$ cat src/design/assert_macros.svh
// Concurrent assertion helpers, clocked on clk and disabled during rst.
`ifndef ASSERT_MACROS_SVH
`define ASSERT_MACROS_SVH

// Check that a property holds at every rising edge outside reset.
`define ASSERT_CLK(label, prop, msg) \
  label: assert property (@(posedge clk) disable iff (rst) (prop)) else $error(msg);

// Check that a condition implies a consequence in the same cycle.
`define ASSERT_IMPLY(label, cond, cons, msg) \
  label: assert property (@(posedge clk) disable iff (rst) (cond) |-> (cons)) else $error(msg);

// Check that a condition implies a consequence in the following cycle.
`define ASSERT_NEXT(label, cond, cons, msg) \
  label: assert property (@(posedge clk) disable iff (rst) (cond) |=> (cons)) else $error(msg);

`endif

$ cat src/design/mbrd_pkg.sv
`timescale 1ns / 1ps
`default_nettype none

package mbrd_pkg;

  localparam int AXES_DEFAULT = 3;

  localparam logic [7:0]  FN_READ_HOLDING = 8'h03;
  localparam int          CENTI_DIVISOR   = 10;
  localparam int          HEADER_BYTES    = 2;
  localparam logic [8:0]  COUNTER_MAX     = 9'd511;
  localparam logic [15:0] MAG_MAX         = 16'hFFFF;
  localparam logic [31:0] SAT_LIMIT       = 32'(CENTI_DIVISOR * 65536);
  localparam logic [19:0] RECIP_TENTH     = 20'd838861;
  localparam int          RECIP_SHIFT     = 23;

  localparam logic [15:0] SCALE_RESET    = 16'd1;
  localparam logic [7:0]  CAPACITY_RESET = 8'd64;

  typedef enum logic [0:0] {
    REG_SCALE    = 1'b0,
    REG_CAPACITY = 1'b1
  } reg_index_t;

  typedef enum logic [1:0] {
    ST_SAMPLE      = 2'd0,
    ST_RAW         = 2'd1,
    ST_UNSUPPORTED = 2'd2,
    ST_INVALID     = 2'd3
  } status_t;

  typedef enum logic [2:0] {
    S_IDLE,
    S_MUL,
    S_CHK,
    S_DIV,
    S_OUT
  } state_t;

endpackage

`default_nettype wire

$ cat src/design/modbus_axis_response_decoder.sv
// Modbus read-holding-registers response decoder.
// Input channel: one PDU byte per transaction (data_byte, frame_end on the
// final byte); the block raises in_stall while it works on a finished frame.
// Mid-frame bytes are taken one per cycle and give no result.
// Output channel: one transaction per result. A frame with function 0x03,
// byte count 2*AXES and length 2+2*AXES gives AXES sample results, the last
// with last set; any other frame gives one status result with last set.
// Sequencing: a status result is registered at the edge that takes the final
// byte. Each sample axis uses one shared multiplier: the scale multiply, a
// saturation check, then a reciprocal multiply for the divide by ten, which a
// saturated axis skips. These steps start once the final byte or the previous
// result is taken; the result is registered by the divide step, or by the
// check step when it saturates.
// The block takes no new byte until the last result of a frame is taken.
// When the receiver stalls, the result register holds and the sequencer waits.
// Reset: scale 1, raw-frame capacity 64, byte counter and header cleared,
// sequencer idle with no result pending.
// Configuration: cfg_we writes cfg_data into register cfg_index.
`timescale 1ns / 1ps
`default_nettype none

`include "assert_macros.svh"

module modbus_axis_response_decoder #(
  parameter int AXES = mbrd_pkg::AXES_DEFAULT
) (
  input  wire logic               clk,
  input  wire logic               rst,
  input  wire logic               cfg_we,
  input  wire logic [0:0]         cfg_index,
  input  wire logic [15:0]        cfg_data,
  input  wire logic               in_valid,
  output logic                    in_stall,
  input  wire logic [7:0]         data_byte,
  input  wire logic               frame_end,
  output logic                    out_valid,
  input  wire logic               out_stall,
  output logic [1:0]              status,
  output logic [2:0]              axis_index,
  output logic signed [15:0]      raw_value,
  output logic [15:0]             mag_centi_g,
  output logic                    last
);

  localparam int AX_IDX_W = (AXES > 1) ? $clog2(AXES) : 1;
  localparam logic [8:0] SAMPLE_LEN = 9'(mbrd_pkg::HEADER_BYTES + 2 * AXES);
  localparam logic [7:0] SAMPLE_COUNT = 8'(2 * AXES);
  localparam logic [2:0] LAST_AXIS = 3'(AXES - 1);

  mbrd_pkg::state_t state, state_next;

  logic [15:0] scale_milli_g_per_lsb;
  logic [7:0]  raw_frame_capacity;

  logic [8:0]  byte_counter;
  logic [7:0]  function_code;
  logic [7:0]  declared_byte_count;
  logic [7:0]  pending_high_byte;
  logic [15:0] axis_readings [AXES];

  logic [2:0]  axis;
  logic [31:0] product;

  logic        in_accept;
  logic        out_accept;
  logic [8:0]  offset;
  logic [7:0]  slot;
  logic [8:0]  len;
  logic        is_sample;
  logic [15:0] cur_raw;
  logic [15:0] cur_mag;
  logic [19:0] mul_a;
  logic [19:0] mul_b;
  logic [39:0] mul_p;

  assign in_accept  = in_valid && !in_stall;
  assign out_accept = out_valid && !out_stall;
  assign in_stall   = (state != mbrd_pkg::S_IDLE);

  assign offset = byte_counter - 9'(mbrd_pkg::HEADER_BYTES);
  assign slot   = offset[8:1];
  assign len    = (byte_counter < mbrd_pkg::COUNTER_MAX) ? byte_counter + 9'd1 : byte_counter;
  assign is_sample = (function_code == mbrd_pkg::FN_READ_HOLDING) &&
                     (declared_byte_count == SAMPLE_COUNT) && (len == SAMPLE_LEN);

  assign cur_raw = axis_readings[axis[AX_IDX_W-1:0]];
  assign cur_mag = cur_raw[15] ? (~cur_raw + 16'd1) : cur_raw;

  always_comb begin
    if (state == mbrd_pkg::S_DIV) begin
      mul_a = product[19:0];
      mul_b = mbrd_pkg::RECIP_TENTH;
    end else begin
      mul_a = {4'd0, cur_mag};
      mul_b = {4'd0, scale_milli_g_per_lsb};
    end
  end

  assign mul_p = mul_a * mul_b;

  always_ff @(posedge clk) begin
    if (rst) begin
      state <= mbrd_pkg::S_IDLE;
    end else begin
      state <= state_next;
    end
  end

  always_comb begin
    state_next = state;
    unique case (state)
      mbrd_pkg::S_IDLE: begin
        if (in_accept && frame_end) begin
          if (len >= 9'(mbrd_pkg::HEADER_BYTES) && is_sample) begin
            state_next = mbrd_pkg::S_MUL;
          end else begin
            state_next = mbrd_pkg::S_OUT;
          end
        end
      end
      mbrd_pkg::S_MUL: state_next = mbrd_pkg::S_CHK;
      mbrd_pkg::S_CHK: begin
        if (product >= mbrd_pkg::SAT_LIMIT) begin
          state_next = mbrd_pkg::S_OUT;
        end else begin
          state_next = mbrd_pkg::S_DIV;
        end
      end
      mbrd_pkg::S_DIV: state_next = mbrd_pkg::S_OUT;
      mbrd_pkg::S_OUT: begin
        if (out_accept) begin
          if (last) begin
            state_next = mbrd_pkg::S_IDLE;
          end else begin
            state_next = mbrd_pkg::S_MUL;
          end
        end
      end
      default: state_next = mbrd_pkg::S_IDLE;
    endcase
  end

  always_ff @(posedge clk) begin
    if (rst) begin
      scale_milli_g_per_lsb <= mbrd_pkg::SCALE_RESET;
      raw_frame_capacity    <= mbrd_pkg::CAPACITY_RESET;
    end else if (cfg_we) begin
      case (cfg_index)
        mbrd_pkg::REG_SCALE:    scale_milli_g_per_lsb <= cfg_data;
        mbrd_pkg::REG_CAPACITY: raw_frame_capacity    <= cfg_data[7:0];
        default: ;
      endcase
    end
  end

  always_ff @(posedge clk) begin
    if (rst) begin
      byte_counter        <= '0;
      function_code       <= '0;
      declared_byte_count <= '0;
      pending_high_byte   <= '0;
    end else if (in_accept) begin
      if (byte_counter == 9'd0) begin
        function_code <= data_byte;
      end else if (byte_counter == 9'd1) begin
        declared_byte_count <= data_byte;
      end else if (!offset[0]) begin
        pending_high_byte <= data_byte;
      end
      byte_counter <= frame_end ? 9'd0 : len;
    end
  end

  always_ff @(posedge clk) begin
    if (in_accept && byte_counter > 9'd1 && offset[0] && slot < 8'(AXES)) begin
      axis_readings[slot[AX_IDX_W-1:0]] <= {pending_high_byte, data_byte};
    end
  end

  always_ff @(posedge clk) begin
    if (rst) begin
      out_valid <= 1'b0;
    end else begin
      if (out_accept) begin
        out_valid <= 1'b0;
      end
      if (state == mbrd_pkg::S_IDLE && in_accept && frame_end) begin
        axis        <= 3'd0;
        axis_index  <= 3'd0;
        raw_value   <= '0;
        mag_centi_g <= '0;
        last        <= 1'b1;
        if (len < 9'(mbrd_pkg::HEADER_BYTES)) begin
          status    <= mbrd_pkg::ST_INVALID;
          out_valid <= 1'b1;
        end else if (is_sample) begin
          status <= mbrd_pkg::ST_SAMPLE;
        end else if (len <= {1'b0, raw_frame_capacity}) begin
          status    <= mbrd_pkg::ST_RAW;
          out_valid <= 1'b1;
        end else begin
          status    <= mbrd_pkg::ST_UNSUPPORTED;
          out_valid <= 1'b1;
        end
      end
      if (state == mbrd_pkg::S_MUL) begin
        product    <= mul_p[31:0];
        axis_index <= axis;
        raw_value  <= cur_raw;
        last       <= (axis == LAST_AXIS);
      end
      if (state == mbrd_pkg::S_CHK) begin
        if (product >= mbrd_pkg::SAT_LIMIT) begin
          mag_centi_g <= mbrd_pkg::MAG_MAX;
          out_valid   <= 1'b1;
        end
      end
      if (state == mbrd_pkg::S_DIV) begin
        mag_centi_g <= mul_p[mbrd_pkg::RECIP_SHIFT +: 16];
        out_valid   <= 1'b1;
      end
      if (state == mbrd_pkg::S_OUT && out_accept && !last) begin
        axis <= axis + 3'd1;
      end
    end
  end

  `ASSERT_IMPLY(a_idle_no_result, !in_stall, !out_valid,
    "result pending while input is open")
  `ASSERT_NEXT(a_last_reopens, out_valid && !out_stall && last, !in_stall,
    "input not reopened after last result")
  `ASSERT_IMPLY(a_status_single, out_valid && status != mbrd_pkg::ST_SAMPLE, last,
    "status result without last")
  `ASSERT_NEXT(a_hold_on_stall, out_valid && out_stall, out_valid && $stable(mag_centi_g),
    "result changed while stalled")

endmodule

`default_nettype wire
$ cat config.mk
export PLATFORM = sky130hd
export DESIGN_NAME = modbus_axis_response_decoder
export DESIGN_NICKNAME = d
export VERILOG_FILES = /design/src/design/mbrd_pkg.sv /design/src/design/modbus_axis_response_decoder.sv
export VERILOG_INCLUDE_DIRS = /design/src /design/src/design
export SDC_FILE = /design/constraint.sdc
export NUM_CORES = 1
export LEC_CHECK = 0
export BUFFER_PORTS_ARGS = -buffer_cell sky130_fd_sc_hd__buf_4
export CORE_MARGIN = 1.5
export CORE_UTILIZATION = 60
export DETAILED_ROUTE_END_ITERATION = 10
export HOLD_SLACK_MARGIN = 0.15
export PLACE_DENSITY = 0.84
export SYNTH_ARGS = -nofsm -noshare
export SYNTH_HDL_FRONTEND = slang
export SYNTH_SLANG_ARGS = --single-unit
$ cat constraint.sdc
create_clock -name clk -period 11.5 [get_ports clk]
set_input_delay 1.15 -clock clk [delete_from_list [all_inputs] [get_ports clk]]
set_output_delay 1.15 -clock clk [all_outputs]
set_load 0.01 [all_outputs]
==> reports/qor.json <==
{
  "outcome": {
    "run_status": "finished, final reports clean"
  },
  "sta": {
    "fin_worst_skew_ps": 14.29,
    "achievable-frequency_mhz": 99.54,
    "rsz0062_at_grt": "false",
    "setup_viol": 0,
    "max_slew_margin": 0.2115,
    "report.final.slew_viol_count": 0,
    "tightestPinTransition_ps": 1180,
    "hold_violations": 0,
    "clock_period_minus_worst_slack_ps": 10050,
    "post-route-worst-setup-slack_ps": 1454,
    "sum_neg_setup_slack_ps": 0,
    "layout_worst_path_cycle_share": 0.8736
  },
  "pwr": {
    "p_sw_uw": 1019,
    "power.combinational.fraction": 0.452,
    "seq_pwr_share": 0.289,
    "power_density_nw_per_um2": 120.2,
    "worst_ir_drop_vdd_mv": 0.1055,
    "cellLeakagePower_uw": 0.01073,
    "intPower_uw": 1651,
    "switching_share": 0.3816,
    "clock_power_share": 0.258
  },
  "synth": {
    "commonest_cells_post_synth": "inv_1, fa_1, nor2_1, ha_1, nand2_1",
    "synth-edff-count": 121,
    "synth_cell_type_count": 89,
    "synth_compound_gate_area_share": 0.07957,
    "post_synth_fa_ha_maj_area_fraction": 0.3923,
    "synthDominantAreaCellType": "fa_1",
    "yosysWarningCount": 0,
    "synth_simple_gate_area_frac": 0.1409,
    "async_flop_share": 0,
    "netlist.area_leader.share": 0.2726,
    "syn_area_per_cell_um2": 9.610,
    "synth_top_family_by_area": "adder cells",
    "post_synth_main_area_contributors": "fa_1, edfxtp_1, ha_1, inv_1, dfxtp_1",
    "number_of_storage_elements_in_the_synthesis_netlist": 184,
    "synth_seq_area_share": 0.2389,
    "synth.area.mux_share": 0.03456,
    "synth-xor-area-share": 0.02473,
    "syn_area_um2": 20490,
    "post-synth-top-count-cell": "inv_1",
    "yosys_most_used_dff": "edfxtp_1",
    "netlist_instances": 2132
  },
  "cells_and_area": {
    "insertedDiodeCount": 0,
    "ratio_of_cells_with_drive_above_1_in_the_final_layout": 0.08220,
    "multiInputGateArea_um2": 13900,
    "nFillCells": 2672,
    "register_area_um2": 4895,
    "finalNetCount": 2695,
    "area_growth_syn_to_layout_pct": 8.434
  },
  "clocking": {
    "clk_path_buf_depth": 2,
    "clkSlewWorstSetupHoldPaths_ps": 70,
    "tritoncts.num_buffers": 17,
    "cts_sinks": 184,
    "post_cts_resize_count": 0,
    "cts_hold_repair.buffers": 0,
    "post-cts-setup-buffer-count": 0,
    "cts.root.buffer_cell": "clkbuf_16",
    "tritoncts": "done",
    "cts.htree.levels": 4,
    "clkLatencyLatePin_ps": 440
  },
  "drt": {
    "drc": 0,
    "num_vias": 15652,
    "dr.first_iter.drc_count": 1467,
    "detail_route.wl_per_cell_um": 22.11,
    "final_antenna_net_count": 0,
    "avgViaCountPerCell": 5.906,
    "drt-total-wl_mm": 58.59,
    "drt_pass1_iterations": 5
  },
  "die": {
    "row_count": 67,
    "floorplan.initialDensity": 0.6110,
    "die_h_um": 187.8,
    "die_area_um2": 35270,
    "io_pins": 71,
    "die_w_um": 187.8,
    "core_um2": 33530
  },
  "setup_path": {
    "critical_path.max_stage_delay_ps": 870,
    "worst-r2r-setup-slack_ps": 1450,
    "arrival_ps": 10230,
    "worstSetupEndpoint": "mag_centi_g[10]",
    "crit_path_frequent_cell": "fa_1",
    "type_of_element_launching_the_critical_path": "flip-flop",
    "worst_setup_path_end_kind": "flip-flop",
    "reg2reg_depth": 27,
    "worstSetupPathType": "reg2reg",
    "cpMaxStageDelayCell": "dfxtp_1",
    "timing.critical_path.required_ps": 11680,
    "critical_path.reg2reg.endpoint": "mag_centi_g[10]",
    "cp_max_fo": 16
  },
  "place": {
    "dpl.hpwl_mm": 47.10,
    "place_worst_setup_slack_ps": 1608,
    "globalplace.congestion": 1.045,
    "place.port_buffers": 70
  },
  "global_route": {
    "overflow": 0,
    "grt_pass1_vias": 16596,
    "grt_start_max_net_pins": 65,
    "grt_usage": 0.3499,
    "grt_antenna_before_repair": 2,
    "grt_first_pass_wirelength_mm": 93.21
  },
  "worst_hold_path": {
    "hold_path_class": "reg2reg"
  },
  "run": {
    "drv.max_cap_violation_count": 0
  }
}
power by group through the flow:
stage / logic [µW] / registers [µW] / clock network, µW
after floorplan: 819 / 780 / 0
after global placement: 1160 / 786 / 0
after detailed placement: 1170 / 786 / 0
after CTS: 1190 / 772 / 693
after global routing: 1330 / 774 / 718
final: 1210 / 773 / 690
critical path, delay by kind of cell (launching register included):
family                     cells  cell delay, ps
adders and majority gates      9            4240
AOI/OAI and AO/OA              7            1610
and+or+nand+nor                4            1310
muxes                          3            1300
DFF                            1             870
xor gates and xnor gates       1             230
buffers and inverters          3             210
state kept, by name, summed over array words and instances (netlist names), 2 cells and up, named ones only:
register	count
axis	3
axis_index	3
axis_readings	48
byte_counter	9
declared_byte_count	8
function_code	8
mag_centi_g	16
pending_high_byte	8
product	32
raw_frame_capacity	8
raw_value	16
scale_milli_g_per_lsb	16
state	3
status	2
cells in the final DEF, fill, tap and decap left out, types with 7 or more instances in the layout:
| master | count |
|---|---|
| a21o_1 | 22 |
| a21oi_1 | 85 |
| a22oi_1 | 7 |
| a31oi_1 | 7 |
| and2_1 | 19 |
| and3_1 | 27 |
| buf_4 | 90 |
| bufinv_16 | 7 |
| clkbuf_16 | 17 |
| conb_1 | 28 |
| dfxtp_1 | 63 |
| edfxtp_1 | 121 |
| fa_1 | 279 |
| ha_1 | 196 |
| inv_1 | 394 |
| mux2_1 | 7 |
| mux2_2 | 7 |
| mux2i_1 | 33 |
| nand2_1 | 161 |
| nand2b_1 | 18 |
| nand3_1 | 32 |
| nand4_1 | 13 |
| nor2_1 | 260 |
| nor2b_1 | 10 |
| nor3_1 | 24 |
| nor4_1 | 11 |
| o21a_1 | 9 |
| o21ai_0 | 39 |
| o21ai_1 | 18 |
| o31ai_1 | 7 |
| or2_1 | 8 |
| or3_1 | 7 |
| xnor2_1 | 42 |
| xor2_1 | 14 |
worst min-delay path by stage:
stage / from / end / slack [ps] / cells past startpoint
finish: raw_frame_capacity[1] / raw_frame_capacity[1] / 460 / 2
CTS: raw_frame_capacity[7] / raw_frame_capacity[7] / 460 / 2
global route: raw_frame_capacity[2] / raw_frame_capacity[2] / 480 / 2
global placement: raw_frame_capacity[7] / raw_frame_capacity[7] / 450 / 2
floorplan: raw_frame_capacity[1] / raw_frame_capacity[1] / 440 / 2
detailed placement: raw_frame_capacity[1] / raw_frame_capacity[1] / 450 / 2
cell families after synthesis:
family	count (synthesis)
flip-flops	184
AND/OR/NAND/NOR	629
XOR/XNOR	57
adder cells (fa/ha/maj)	475
multiplexers	59
AO/OA/AOI/OAI	252
other	2
buffers and inverters	474
layout make-up:
type | instances | area share
tap | 448 | 0.02523
sequential | 184 | 0.2203
inverter | 396 | 0.06691
multi-input combinational | 1500 | 0.6258
timing repair buffer | 90 | 0.03041
clock inverter | 15 | 0.01222
clock buffer | 17 | 0.01915
metrics by stage:
step / instance area, µm² / cells / total power [µW] / util / hold WS [ps]
after CTS: 22220 / 2650 / 2653 / 0.6625 / 461.0
after floorplan: 20590 / 2158 / 1600 / - / 436.3
after detailed placement: 21520 / 2618 / 1960 / 0.6418 / 451.1
after global placement: 21520 / 2618 / 1947 / 0.6418 / 447.5
final: 22220 / 2650 / 2670 / 0.6625 / 461.0
after global routing: 22220 / 2650 / 2820 / 0.6625 / 477.6
layer usage:
| metal | part of all wire | track usage |
|---|---|---|
| met3 | 0.10 | 0.07449 |
| met4 | 0.047 | 0.1591 |
| met5 | 0.00022 | 0 |
| met1 | 0.39 | 0.4613 |
| met2 | 0.46 | 0.5570 |
Power figures use the tool's default switching activity.
